**src/hdl/csrc_pkg.sv**
```systemverilog
package csrc_pkg;

  typedef enum logic [2:0] {
    VERDICT_ACCEPT      = 3'd0,
    VERDICT_BAD_ID      = 3'd1,
    VERDICT_BAD_DLC     = 3'd2,
    VERDICT_STALE       = 3'd3,
    VERDICT_RANGE       = 3'd4,
    VERDICT_TICK_QUIET  = 3'd5,
    VERDICT_TIMEOUT     = 3'd6
  } verdict_e;

  typedef enum logic [1:0] {
    REG_EXPECTED_ID   = 2'd0,
    REG_EXPECTED_DLC  = 2'd1,
    REG_MAX_SPEED     = 2'd2,
    REG_TIMEOUT_LIMIT = 2'd3
  } reg_idx_e;

  localparam logic [10:0] EXPECTED_ID_RST   = 11'd0;
  localparam logic [3:0]  EXPECTED_DLC_RST  = 4'd3;
  localparam logic [15:0] MAX_SPEED_RST     = 16'hFFFF;
  localparam logic [31:0] TIMEOUT_LIMIT_RST = 32'd500;

  localparam logic [7:0]  STALE_WINDOW = 8'd128;

  typedef struct packed {
    logic [10:0] expected_id;
    logic [3:0]  expected_dlc;
    logic [15:0] max_speed;
    logic [31:0] timeout_limit;
  } cfg_t;

  typedef struct packed {
    logic        is_tick;
    logic        bad_id;
    logic        bad_dlc;
    logic        over_range;
    logic [15:0] speed;
    logic [7:0]  alive;
    logic [31:0] time_ms;
  } item_t;

  typedef struct packed {
    logic [31:0] accepted;
    logic [31:0] bad_id;
    logic [31:0] bad_dlc;
    logic [31:0] stale;
    logic [31:0] range;
    logic [31:0] timeout;
  } counts_t;

endpackage

```
**src/hdl/csrc_back.sv**
```systemverilog
module csrc_back (
  input  logic               clk_i,
  input  logic               rst_ni,
  input  logic [31:0]        timeout_limit_i,
  input  logic               q_valid_i,
  input  csrc_pkg::item_t    q_item_i,
  output logic               pop_o,
  output logic               out_valid_o,
  input  logic               out_stall_i,
  output csrc_pkg::verdict_e verdict_o,
  output logic [15:0]        speed_o,
  output logic [7:0]         counter_o,
  output logic               timed_out_o,
  output csrc_pkg::counts_t  counts_o
);
  import csrc_pkg::*;

  logic        out_valid_q, out_valid_d;
  verdict_e    verdict_q, verdict_d;
  logic [15:0] speed_q, speed_d;
  logic [7:0]  counter_q, counter_d;
  logic [31:0] last_rx_q, last_rx_d;
  logic        seen_q, seen_d;
  logic        timeout_q, timeout_d;
  counts_t     counts_q, counts_d;
  logic [7:0]  diff;
  logic        fresh;
  logic [31:0] age;

  // The state only moves when a word is popped, which happens only once the
  // previous result has been taken, so the state registers double as outputs.
  assign pop_o = q_valid_i && (!out_valid_q || !out_stall_i);
  assign diff  = q_item_i.alive - counter_q;
  assign fresh = (diff != 8'd0) && (diff <= STALE_WINDOW);
  assign age   = q_item_i.time_ms - last_rx_q;

  always_comb begin
    out_valid_d = out_valid_q && out_stall_i;
    verdict_d   = verdict_q;
    speed_d     = speed_q;
    counter_d   = counter_q;
    last_rx_d   = last_rx_q;
    seen_d      = seen_q;
    timeout_d   = timeout_q;
    counts_d    = counts_q;
    if (pop_o) begin
      out_valid_d = 1'b1;
      if (q_item_i.is_tick) begin
        if (seen_q && !timeout_q && (age >= timeout_limit_i)) begin
          verdict_d        = VERDICT_TIMEOUT;
          timeout_d        = 1'b1;
          counts_d.timeout = counts_q.timeout + 32'd1;
        end else begin
          verdict_d = VERDICT_TICK_QUIET;
        end
      end else if (q_item_i.bad_id) begin
        verdict_d       = VERDICT_BAD_ID;
        counts_d.bad_id = counts_q.bad_id + 32'd1;
      end else if (q_item_i.bad_dlc) begin
        verdict_d        = VERDICT_BAD_DLC;
        counts_d.bad_dlc = counts_q.bad_dlc + 32'd1;
      end else if (seen_q && !fresh) begin
        verdict_d      = VERDICT_STALE;
        counts_d.stale = counts_q.stale + 32'd1;
      end else if (q_item_i.over_range) begin
        verdict_d      = VERDICT_RANGE;
        counts_d.range = counts_q.range + 32'd1;
      end else begin
        verdict_d         = VERDICT_ACCEPT;
        speed_d           = q_item_i.speed;
        counter_d         = q_item_i.alive;
        last_rx_d         = q_item_i.time_ms;
        seen_d            = 1'b1;
        timeout_d         = 1'b0;
        counts_d.accepted = counts_q.accepted + 32'd1;
      end
    end
  end

  always_ff @(posedge clk_i or negedge rst_ni) begin
    if (!rst_ni) begin
      out_valid_q <= 1'b0;
      verdict_q   <= VERDICT_ACCEPT;
      speed_q     <= 16'd0;
      counter_q   <= 8'd0;
      last_rx_q   <= 32'd0;
      seen_q      <= 1'b0;
      timeout_q   <= 1'b0;
      counts_q    <= '0;
    end else begin
      out_valid_q <= out_valid_d;
      verdict_q   <= verdict_d;
      speed_q     <= speed_d;
      counter_q   <= counter_d;
      last_rx_q   <= last_rx_d;
      seen_q      <= seen_d;
      timeout_q   <= timeout_d;
      counts_q    <= counts_d;
    end
  end

  assign out_valid_o = out_valid_q;
  assign verdict_o   = verdict_q;
  assign speed_o     = speed_q;
  assign counter_o   = counter_q;
  assign timed_out_o = timeout_q;
  assign counts_o    = counts_q;

endmodule

```
**config.mk**
```make
export PLATFORM = sky130hd
export DESIGN_NAME = csrc_back
export DESIGN_NICKNAME = d
export VERILOG_FILES = /design/src/hdl/csrc_pkg.sv /design/src/hdl/csrc_back.sv
export SDC_FILE = /design/constraint.sdc
export NUM_CORES = 1
export LEC_CHECK = 0
export BUFFER_PORTS_ARGS = -buffer_cell sky130_fd_sc_hd__buf_4
export CORE_MARGIN = 2
export CORE_UTILIZATION = 55
export DETAILED_ROUTE_END_ITERATION = 16
export PLACE_DENSITY = 0.83
export SLEW_MARGIN = 20
export SYNTH_ARGS = -nofsm -noshare
export SYNTH_HDL_FRONTEND = slang
export SYNTH_SLANG_ARGS = --single-unit
```
**constraint.sdc**
```tcl
create_clock -name clk_i -period 5.75 [get_ports clk_i]
set_clock_uncertainty 0.1 [all_clocks]
set_input_delay 0.2875 -clock clk_i [delete_from_list [all_inputs] [get_ports clk_i]]
set_output_delay 0.2875 -clock clk_i [all_outputs]
set_load 0.02 [all_outputs]
```
# Word-level counts from Yosys, hierarchy flattened
# Cells that the tools add are included.
[totals] ff_bits=254 inputBits=96 out_inout_bits=222 wordCells=65
[op_classes] addsub=8 n_lt_le_gt_ge=2 n_eq_ne=5 mux=13 bitwise=5 n_reduce_logical=19
[ops] cell="adder 32 x 1 -> 32 bit, second input constant" n=6
[ops] cell=">= comparator 32 bit" n=1
[ops] cell="subtractor 32 bit" n=1
[ops] cell="AND reduction 6 bit" n=3
[ops] cell="2-to-1 mux 3 bit" n=5
[ops] cell="less-or-equal comparator 8 bit, second input constant" n=1
[ops] cell="!= test 2 x 1 -> 1 bit, second input constant" n=4
[ops] cell="nonzero test 8 bit" n=1
[ops] cell="subtractor 8 bit" n=1
[ops] cell="2-to-1 mux 1 bit" n=7
[ops] cell="logical AND 1 bit" n=6
[ops] cell="AND reduction 3 bit" n=2
[ops] cell="NOT 1 bit" n=5
[ops] cell="AND reduction 5 bit" n=1
[ops] cell="zero test 1 bit" n=4
[ops] cell="AND reduction 4 bit" n=1
[ops] cell="2-to-1 mux 2 bit" n=1
[ops] cell="!= test 2 bit, second input constant" n=1
[ops] cell="logical OR 1 bit" n=1

# Longest topological paths before layout
[depth] ltp_word=9 mapped_depth=24 depth_no_buf=23

# Least setup slack after synthesis
# No wires, ideal clock.
[synth_timing] path_kind="input -> register" from="input port q_item_i[0] in the netlist's numbering" to="register counts_q, in the netlist counts_o[12]" setup_ns=0.131 arrival_time_ns=4.784 required_time_ns=5.519 setup_slack_ns=0.735 path_stages=23 path_buffers=1 cell_sequence="inv_1 > ha_1 > inv_1 > fa_1 > a211oi_1 > o21bai_1 > a21oi_1 > a21oi_1 > a211o_1 > a2111oi_4 > o21ai_0 > a311oi_1 > xnor2_1 > ha_1 > nand4_1 > nor2_1 > and3_1 > nand2_1 > o21ai_1 > and2_1 > clkbuf_1 > nand3_1 > xnor2_1"
[synth_between] elab_chain_cells=4
[synth_rtl] element="start: declaration" line="csrc_back.sv:6" rtl="input csrc_pkg::item_t q_item_i,"
[synth_rtl] element="subtractor 32 bit" line="csrc_back.sv:35" rtl="assign age = q_item_i.time_ms - last_rx_q;"
[synth_rtl] element=">= comparator 32 bit" line="csrc_back.sv:49" rtl="if (seen_q && !timeout_q && (age >= timeout_limit_i)) begin"
[synth_rtl] element="logical AND 1 bit" line="csrc_back.sv:49"
[synth_rtl] element="AND reduction 3 bit (no line)"
[synth_rtl] element="end signal: assignment" line="csrc_back.sv:98" rtl="counts_q <= counts_d;"
[synth_rtl] element="end: declaration" line="csrc_back.sv:25" rtl="counts_t counts_q, counts_d;"
# Every way passes these cells.
# A chain may end at the register's enable or synchronous reset.

# Worst setup path after layout
[layout_timing] from="register last_rx_q[0]" to="register counts_q, in the netlist counts_o[31]"
[layout_between] elab_chain_cells=4
[layout_rtl] element="start: declaration" line="csrc_back.sv:22" rtl="logic [31:0] last_rx_q, last_rx_d;"
[layout_rtl] element="start signal: assignment" line="csrc_back.sv:95" rtl="last_rx_q <= last_rx_d;"
[layout_rtl] element="subtractor 32 bit" line="csrc_back.sv:35"
[layout_rtl] element=">= comparator 32 bit" line="csrc_back.sv:49"
[layout_rtl] element="logical AND 1 bit" line="csrc_back.sv:49"
[layout_rtl] element="AND reduction 3 bit (no line)"
# Every way passes these cells.

==> results.yml <==
power_and_ir_drop:
  pwr_density_cell_nw_per_um2: 370
  total_power_mw: 6.64
  leakage_nw: 9.07
  max-vdd-ir-drop_mv: 0.247
clocking:
  cts-buffers-inserted: 27
  clkLatencyLatePin_ns: 0.55
  cts.reportedPaths.clkPinSlew_ns: 0.06
  clock_path_buffers: 3
  cts.htree.levels: 1
  tritoncts: "done"
  clock_sinks: 254
  clock-root-buffer: "clkbuf_16"
final_layout:
  fin_util: 0.738
  post_route_cells_drive_above_1_share: 0.227
  area_delta_synth_final_pct: 31.8
  finish.net_count: 1951
  layout.cell_area.non_filler_um2: 17900
grt:
  initial_antenna_violation_count: 2
  grt_max_degree: 137
  grt_pass1_wl_um: 60000
  grt.overflow.total: 0
  grt_pass1_vias: 12100
  grt_util_all_layers: 0.281
logic_synthesis:
  netlist_instances: 1394
  synthArstFlopShare: 1.00
  synth_seq_area_share: 0.467
  synth.top_cells.by_area: "dfrtp_1 47%, xnor2_1 9.0%, ha_1 7.0%"
  synth_seq_cells: 254
  synth_compound_area_frac: 0.0782
  synthesis.area_um2: 13600
  synth_area_leader_cell: "dfrtp_1"
  netlist_top_cells_count: "254 x dfrtp_1, 175 x nand2_1, 140 x xnor2_1"
  ys.flop_type: "dfrtp_1"
  ys_warn_count: 0
  avgSynthCellArea_um2: 9.76
  synth_mux_area_frac: 0.00515
  synthDistinctLibCells: 62
  synth.top_cell.area_share: 0.467
  post_synth_fa_ha_maj_area_fraction: 0.0714
  dominant_combinational_cell_family_by_area_after_synthesis: "simple AND/OR/NAND/NOR gates"
  synth_nets: 1567
  synth-xor-area-share: 0.142
  count_leader_synth: "dfrtp_1"
  synth_simple_gate_area_frac: 0.198
  synth_edf_count: 0
drt:
  vias: 11800
  drt_pass_1_iters: 5
  detail_route.wl_per_cell_um: 17.4
  drt_drc_violations_left: 0
  route.antenna.remaining_nets: 0
  viasPerCell: 5.57
  route.final.wire_length_um: 36800
  drt-initial-drc-count: 958
place:
  cell_area_placed_um2: 16400
  dp_hpwl_um: 25900
  place_worst_setup_slack_ns: -0.125
  place_congestion: 0.918
  portBuffers: 317
timing:
  slew-limit-headroom: 0.336
  timing.final.crit_period_ns: 5.27
  finalSetupViolCount: 0
  grt_setup_unrepaired: "no"
  drv_slew: 0
  finalCritPeriodShare: 0.917
  tns_ns: 0
  final.setup.worst_slack_ns: 0.478
  timing_worst_slew_pin_value_ns: 0.997
  number_of_endpoints_with_negative_hold_slack_in_the_final_report: 0
  clock.fmax_ghz: 0.190
worst_setup_path:
  crit_arrival_ns: 5.64
  crit_path_start_kind: "flip-flop"
  cp-end-kind: "flip-flop"
  timing.setup.critical_path_class: "reg2reg"
  worst_setup_path_startpoint: "last_rx_q[0]"
  required_ns: 6.12
  crit_fanout: 10
  regToRegStartpoint: "last_rx_q[0]"
run_status:
  status: "finished, final reports clean"
floorplanning:
  die_area_um2: 26000
  initial_utilization: 0.559
  placementRows: 57
  die_w_um: 161
  floorplan.core_area_um2: 24300
  die_h_um: 161
  num_io_pins: 318
hold_path:
  min-delay-path-class: "in2reg"
  hold_path_startpoint: "q_item_i[58]"
job:
  timing.max_cap.violations: 0
-- report_power, final --
part	leakage [nW]	switching (mW)	internal (mW)
sequential	3.32	0.180	2.03
clock	0.441	0.766	1.06
combinational	5.31	1.47	1.14
-- final cells by class --
class                           instances  area [um^2]
Multi-Input combinational cell       1008         6770
Fill cell                            1676         6380
Sequential cell                       254         6360
Timing Repair Buffer                  388         3100
Clock buffer                           33          738
Tap cell                              324          405
Inverter                               99          372
Clock inverter                         16          193
Antenna cell                            1         2.50
-- final timing paths --
kind                       cells past startpoint       endpoint  slack (ns)
min in group asynchronous                      2  counts_o[154]        0.28
setup reg to reg                              22   counts_o[31]        0.48
hold reg to reg                                1  counts_o[191]        0.38
max in group asynchronous                      3  counts_o[173]        3.98
setup / recovery                              22   counts_o[31]        0.48
hold / removal                                 4   verdict_o[1]        0.05
-- metrics by stage --
step	instances	hold WS (ns)
3_5_place_dp	2009	0.337
2_1_floorplan	1394	-0.108
6_report	2123	0.0477
4_1_cts	2121	0.0282
3_3_place_gp	2009	0.329
5_1_grt	2123	0.0750
-- placed cells by master (no fill, tap or decap), types with 6 or more instances in the layout --
master	count
nor3_1	31
xnor2_1	140
nand4_1	64
nor2_1	76
nor4_1	12
nand2_1	175
xor2_1	81
clkinvlp_4	6
a21o_1	28
clkbuf_16	27
a21oi_1	42
nor3_2	10
nor2b_1	7
ha_1	76
inv_1	98
and4_1	10
and2_1	14
and3_1	34
o21bai_1	7
dlygate4sd3_1	63
buf_4	322
o21ai_0	57
nand3_1	81
dfrtp_1	254
-- timing repair --
item | in CTS | in global routing
pin swaps | 1 | 1
hold buffers | 63 | 0
setup buffers | 0 | 1
gates resized for setup | 0 | 3
gates cloned | 0 | 0
setup endpoints to repair | 2 | 27
hold endpoints to repair | 179 | 0
-- sequential cells by signal (all words and copies together), names as in the netlist --
register,cells
last_rx_q,32
verdict_o,3
speed_o,16
seen_q,1
counter_o,8
timed_out_o,1
out_valid_o,1
counts_o,192
-- logic make-up (layout without fill, tap and decap cells) --
kind of cell | after synthesis | count (layout)
AO/OA/AOI/OAI | 170 | 170
XOR/XNOR | 221 | 221
adder cells (fa/ha/maj) | 77 | 77
buffers and inverters | 132 | 536
flip-flops | 254 | 254
multiplexers | 6 | 6
other | 0 | 1
AND/OR/NAND/NOR | 534 | 534
-- layer usage --
layer	global-route usage	routed length [um]	vias to the layer above
met2	0.482	17800	456
met5	0	16	-
met4	0.106	1360	2
met3	0.0683	3050	104
met1	0.345	14700	5740
li1	-	-	5529
-- critical path: stages (launching register included) --
cell and delay [ns]:
dfrtp_1 0.35, ha_1 0.17, inv_1 0.06, fa_1 0.43, a211oi_1 0.23, o21bai_1 0.13, a21oi_2 0.22, a21oi_1 0.15
a211o_1 0.37, a2111oi_4 0.44, o21ai_0 0.24, a311oi_1 0.38, xnor2_1 0.11, ha_1 0.30, nand4_1 0.12, nor2_1 0.11
and3_1 0.18, nand2_1 0.07, o21ai_2 0.22, nand4_1 0.18, buf_4 0.21, nor3_1 0.19, xor2_1 0.20
Power figures use the tool's default switching activity.
